$ cat config.mk
export PLATFORM = sky130hd
export DESIGN_NAME = insertion_sorter
export DESIGN_NICKNAME = d
export VERILOG_FILES = /design/src/sv/isrt_pkg.sv /design/src/sv/isrt_cell.sv /design/src/sv/insertion_sorter.sv
export SDC_FILE = /design/constraint.sdc
export NUM_CORES = 2
export LEC_CHECK = 0
export BUFFER_PORTS_ARGS = -buffer_cell sky130_fd_sc_hd__buf_2
export CORE_MARGIN = 3
export CORE_UTILIZATION = 59
export DETAILED_ROUTE_END_ITERATION = 10
export PLACE_DENSITY = 0.85
export SLEW_MARGIN = 10
export SYNTH_ARGS = -nofsm -noshare
export SYNTH_HDL_FRONTEND = slang
export SYNTH_SLANG_ARGS = --single-unit
$ cat constraint.sdc
create_clock -name clk -period 5.8 [get_ports clk]
set_input_delay 0.29 -clock clk [delete_from_list [all_inputs] [get_ports clk]]
set_output_delay 0.29 -clock clk [all_outputs]
set_load 0.005 [all_outputs]
$ cat src/sv/isrt_pkg.sv
// isrt_pkg: shared types and sizes for the insertion sorter.
// Used by isrt_cell, insertion_sorter and isrt_checker; no dependencies.
package isrt_pkg;

	localparam int MAX_ITEMS = 16;

	typedef struct packed {
		logic signed [31:0] value;
		logic               last_item;
	} in_t;

	typedef struct packed {
		logic signed [31:0] value_res;
		logic               last_result;
		logic               overflow;
	} out_t;

	// per-cycle command broadcast to every cell
	typedef struct packed {
		logic insert;
		logic drain;
	} cell_ctrl_t;

endpackage

$ cat src/sv/isrt_cell.sv
// isrt_cell: one slot of the sorted chain; holds a value and its valid bit.
// Depends on isrt_pkg.
module isrt_cell import isrt_pkg::*; (
	input  logic               clk,
	input  logic               arst_n,
	input  cell_ctrl_t         ctrl,
	input  logic signed [31:0] new_value,
	input  logic signed [31:0] left_value,
	input  logic               left_valid,
	input  logic               left_gt,
	input  logic signed [31:0] right_value,
	input  logic               right_valid,
	output logic signed [31:0] value,
	output logic               valid,
	output logic               gt
);

	logic signed [31:0] value_q;
	logic               valid_q;

	// an empty slot counts as greater so the new value lands at the end of the run
	assign gt    = !valid_q || (value_q > new_value);
	assign value = value_q;
	assign valid = valid_q;

	always_ff @(posedge clk or negedge arst_n) begin
		if (!arst_n) begin
			valid_q <= 1'b0;
		end else if (ctrl.insert) begin
			valid_q <= valid_q | left_valid;
		end else if (ctrl.drain) begin
			valid_q <= right_valid;
		end
	end

	always_ff @(posedge clk) begin
		if (ctrl.insert) begin
			if (left_gt) begin
				value_q <= left_value;
			end else if (gt) begin
				value_q <= new_value;
			end
		end else if (ctrl.drain) begin
			value_q <= right_value;
		end
	end

endmodule

$ cat src/sv/insertion_sorter.sv
// Stable insertion sorter of signed 32-bit values over a chain of MAX_ITEMS cells.
// A request is taken on any cycle with start high and busy low, so a set loads at one
// value per clock: every cell compares against the new value in parallel and the
// greater ones shift up by one. The request flagged last_item ends the set; busy then
// rises and the n stored values leave from the bottom cell through a result register,
// one per cycle, with no gap. busy falls as the final result (last_result high) is
// shown, so a new set may start then.
// Values beyond MAX_ITEMS are dropped and every result of that set carries overflow.
// Results are strobed for one cycle and cannot be held off.
// Depends on isrt_pkg and isrt_cell.
module insertion_sorter import isrt_pkg::*; (
	input  logic clk,
	input  logic arst_n,
	input  logic start,
	output logic busy,
	input  in_t  item,
	output logic strobe,
	output out_t result
);

	logic signed [31:0] cell_value [MAX_ITEMS];
	logic               cell_valid [MAX_ITEMS];
	logic               cell_gt    [MAX_ITEMS];

	logic       drain_q;
	logic       dropped_q;
	logic       strobe_q;
	out_t       result_q;
	logic       accept;
	logic       full;
	cell_ctrl_t ctrl;

	assign accept      = start && !drain_q;
	assign full        = cell_valid[MAX_ITEMS-1];
	assign ctrl.insert = accept && !full;
	assign ctrl.drain  = drain_q;

	for (genvar i = 0; i < MAX_ITEMS; i++) begin : g_cell
		logic signed [31:0] lv;
		logic               lval;
		logic               lgt;
		logic signed [31:0] rv;
		logic               rval;

		if (i == 0) begin : g_bot
			assign lv   = '0;
			assign lval = 1'b1;
			assign lgt  = 1'b0;
		end else begin : g_mid
			assign lv   = cell_value[i-1];
			assign lval = cell_valid[i-1];
			assign lgt  = cell_gt[i-1];
		end

		if (i == MAX_ITEMS - 1) begin : g_top
			assign rv   = '0;
			assign rval = 1'b0;
		end else begin : g_low
			assign rv   = cell_value[i+1];
			assign rval = cell_valid[i+1];
		end

		isrt_cell u_cell (
			.clk         (clk),
			.arst_n      (arst_n),
			.ctrl        (ctrl),
			.new_value   (item.value),
			.left_value  (lv),
			.left_valid  (lval),
			.left_gt     (lgt),
			.right_value (rv),
			.right_valid (rval),
			.value       (cell_value[i]),
			.valid       (cell_valid[i]),
			.gt          (cell_gt[i])
		);
	end

	always_ff @(posedge clk or negedge arst_n) begin
		if (!arst_n) begin
			drain_q   <= 1'b0;
			dropped_q <= 1'b0;
			strobe_q  <= 1'b0;
		end else if (drain_q) begin
			strobe_q <= 1'b1;
			// bottom cell holds the last value once its neighbour is empty
			if (!cell_valid[1]) begin
				drain_q   <= 1'b0;
				dropped_q <= 1'b0;
			end
		end else begin
			strobe_q <= 1'b0;
			if (accept) begin
				drain_q <= item.last_item;
				if (full) begin
					dropped_q <= 1'b1;
				end
			end
		end
	end

	always_ff @(posedge clk) begin
		if (drain_q) begin
			result_q.value_res   <= cell_value[0];
			result_q.last_result <= !cell_valid[1];
			result_q.overflow    <= dropped_q;
		end
	end

	assign busy   = drain_q;
	assign strobe = strobe_q;
	assign result = result_q;

endmodule

==> results by group <==
Global route
  • Global-route wire length before repair: roughly 170000 um
  • Vias in the first global route: 30500
  • Initial antenna violation count: 2
  • Largest net degree at the start of global routing: 287
  • Total gr overflow: 0
  • Total GRT Usage: about 31%

Worst setup path
  • Kind of critical path: in -> reg
  • Critical path startpoint category: input pin
  • CP Max Fanout: 33
  • CP endpoint kind: flop
  • Crit. path cell count: 11
  • Most frequent CP cell: nand4_1
  • FF-to-FF End: g_cell[2].u_cell.value[0]
  • CP cell instances: buf_2 -> inv_1 -> ha_1 -> nand4_1 -> nor3_1 -> nand4_1 -> o2111ai_1 -> mux2_2 -> nand2_1 -> a21oi_4 -> buf_12
  • Worst reg2reg path startpoint: g_cell[1].u_cell.value[31]
  • CP max stage cell: mux2_2
  • R2R Setup Slk: ~1.3 ns
  • Largest stage delay, worst path: about 0.7 ns
  • Worst path required time: 6.14 ns
  • Reg2Reg Depth: 9
  • Worst endpoint data arrival time: ~5 ns
  • CP Buf/Inv Count: 3
  • Largest delay contributor family on the critical path: simple AND/OR/NAND/NOR gates

Logic synthesis
  • #FFs+latches synth: around 570
  • Largest family of logic cells by synthesized area: adder cells
  • Ys async rst share: around 3.4%
  • Syn avg cell area: 10.3 um^2
  • Post-Synth Adder-Cell Area: between 10% and 20%
  • Mapped Area: between 30000 and 40000 um^2
  • Syn_nets: 4216
  • Number of synthesized flops with an enable pin: approximately 550
  • Xor and xnor fraction of the mapped netlist area: 0%
  • Multiplexer area fraction after synthesis: 10.7%
  • Simple-gate share of the synthesized area: 10.6%
  • Synth Area in Compound Gates: between 15 and 20%
  • Synth cell types: 56
  • Post-Synthesis Cells: between 3000 and 4000
  • Synth warn: 0
  • Top_reg_cell synth: edfxtp_1
  • Sequential element share of the synthesized area: approximately 44%

Placed design
  • DP Worst Slack: about 0.72 ns
  • Number of buffers added on ports: between 70 and 80
  • Placed Area: 39200 um^2
  • Placer Congestion: 0.926
  • Post-DP HPWL: 75300 um

Clock tree
  • Clk slew on worst S/H paths: around 0.060 ns
  • CTS tree: done
  • Clock sink count: 565
  • Post CTS Setup Buffer Count: 0
  • Root Buffer Master: clkbuf_16
  • Total CTS buffers: 58
  • Clock Path Buffers: 3
  • Post-CTS Resized: 0
  • Hold buffer count at cts: 2
  • H-tree depth: 2
  • Clock latency at the later pin of the worst-skew pair: roughly 0.64 ns

STA
  • Clock Skews: approximately 0.019 ns
  • Minimum clock period: roughly 4.7 ns
  • Min Hold Slack: ~0.088 ns
  • Final worst slack: approximately 1.1 ns
  • Max-slew headroom: 15.3%
  • Period utilisation layout: 81.0%
  • Final setup TNS: 0 ns
  • Achievable Freq: between 200 and 250 MHz
  • RSZ-0062 raised after global routing: no
  • Worst Tran Pin Value: 1.27 ns
  • Final Setup Violations: 0
  • Final hold violation count: 0
  • Pins Over Slew Limit: 0

Finish
  • Ant diodes: 0
  • Share of cells above drive strength 1: ~7%
  • Final Cell Area: slightly above 40000 um^2
  • Final core utilization: 64.9%
  • Nets@finish: roughly 4200
  • Commonest cells after routing, fill and taps aside: 574 x nand2_1, 546 x edfxtp_1, 487 x o21ai_1
  • Number of fill cells: around 4700
  • Most common cell after layout, fill and taps aside: nand2_1
  • Area growth syn-to-layout: 8.11%

Detailed routing
  • Final wirelength: ~110000 um
  • Via density: around 6.7
  • Residual DRC count: 0
  • Routed vias: roughly 31000
  • Post-route ant nets: 0
  • Pre-Repair DR Iteration Count: 6
  • Avg WL per Cell: approximately 23 um
  • Drt initial violations: between 4000 and 5000

Pwr
  • Sw Ratio: between 40% and 50%
  • Clock power share: about 15%
  • Maximum VDD drop: between 0.4 and 0.5 mV
  • P_int: between 10 and 15 mW
  • NetSw: ~11 mW
  • Power Dens Cells: about 640 nW/um^2
  • Sequential Power Share: around 38%
  • Combinational power share: 47.4%
  • Leak: roughly 19 nW

Die
  • Initial Utilization: around three fifths
  • # IOs: 72
  • Die H: ~260 um
  • Horiz. Die Dim: between 200 and 300 um
  • Core box area: around 63000 um^2
  • Die Area: between 60000 and 70000 um^2
  • Core Rows: just over 90

Min path
  • Hold WC Path Type: in -> reg
  • Hold Startpoint: item[0]
  • Hold EP: busy
  • WHS Path Cells: 3

Status
  • Outcome: complete, no violations

Job
  • MaxCap Viol Count: 0
[cell usage after synthesis (7+ instances only)]
cell type	instances	share of area [%]
a221oi_1	11	0.25
buf_1	8	0.079
nand2b_1	11	0.18
o21ai_1	488	6.4
nor3b_1	7	0.14
nand4_1	95	1.6
nor2b_1	23	0.38
nand3_1	78	1.0
nand2_1	574	5.7
nor3_1	15	0.20
o21ai_0	94	1.2
a21oi_1	215	2.8
buf_6	11	0.33
inv_1	83	0.82
ha_1	480	16
o211ai_1	19	0.37
buf_2	30	0.39
nor4_1	23	0.38
a211o_1	10	0.23
dfrtp_1	19	1.2
a32o_1	10	0.26
mux2i_1	405	11
and3_1	8	0.13
nor2_1	66	0.65
a2111oi_0	15	0.34
clkbuf_1	167	1.6
o221ai_1	12	0.28
a211oi_1	9	0.18
a31oi_1	37	0.61
a21o_1	91	1.8
edfxtp_1	546	43
[flip-flops by register name, indices dropped and copies added, names as in the netlist]
signal and cells:
g_cell.u_cell.value 512, result 34, g_cell.u_cell.valid 16, busy 1, dropped_q 1, strobe 1
[cells by family (layout without fill, tap and decap cells)]
family,Yosys count,count (layout)
compound gates,1038,1038
fa+ha+maj,480,480
mux,406,406
simple gates,912,912
buf+inv,299,326
flops,565,565
[tightest hold or removal path: cells and delay by family]
kind / cells / cell delay, ns
simple gates: 1 / 0.17
compound gates: 1 / 0.12
buf+inv: 1 / 0.10
[layout make-up]
type / count / area (um^2) / area share, %
Inverter: 83 / 312 / 0.756
Multi-Input combinational cell: 2836 / 20200 / 48.9
Tap cell: 846 / 1060 / 2.57
Clock inverter: 30 / 267 / 0.647
Clock buffer: 79 / 1650 / 4.01
Timing Repair Buffer: 134 / 871 / 2.11
Sequential cell: 565 / 16900 / 41.0
[metrics by stage]
stage / total power, mW / instances
4_1_cts: 25.9 / 4573
5_1_grt: 27.9 / 4573
2_1_floorplan: 18.2 / 3700
3_3_place_gp: 21.2 / 4462
6_report: 26.3 / 4573
3_5_place_dp: 21.9 / 4462
[power groups by stage]
stage,Sequential [mW],Clock [mW],Combinational (mW)
after floorplan,9.10,0,9.10
after global placement,9.87,0,11.4
after CTS,9.87,3.86,12.2
after detailed placement,9.90,0,12.0
final,9.96,3.86,12.4
after global routing,10.2,4.02,13.7
[worst max path at each step]
stage,endpoint,startpoint
after floorplan,g_cell[1].u_cell.value[0],item[31]
after global placement,g_cell[7].u_cell.value[6],item[32]
after detailed placement,g_cell[2].u_cell.value[5],item[32]
after CTS,g_cell[2].u_cell.value[5],item[32]
after global routing,g_cell[2].u_cell.value[14],item[32]
final,g_cell[2].u_cell.value[0],item[32]
[routing by layer]
layer  global-route usage (%)  wire (um)  vias up
li1                         -          -    14000
met3                     5.68      11300      262
met5                        0         13        -
met4                     9.28       2710        2
met2                     49.2      49100     1851
met1                     42.8      42800    14800
Note: power is estimated with default switching activity, not from simulation.
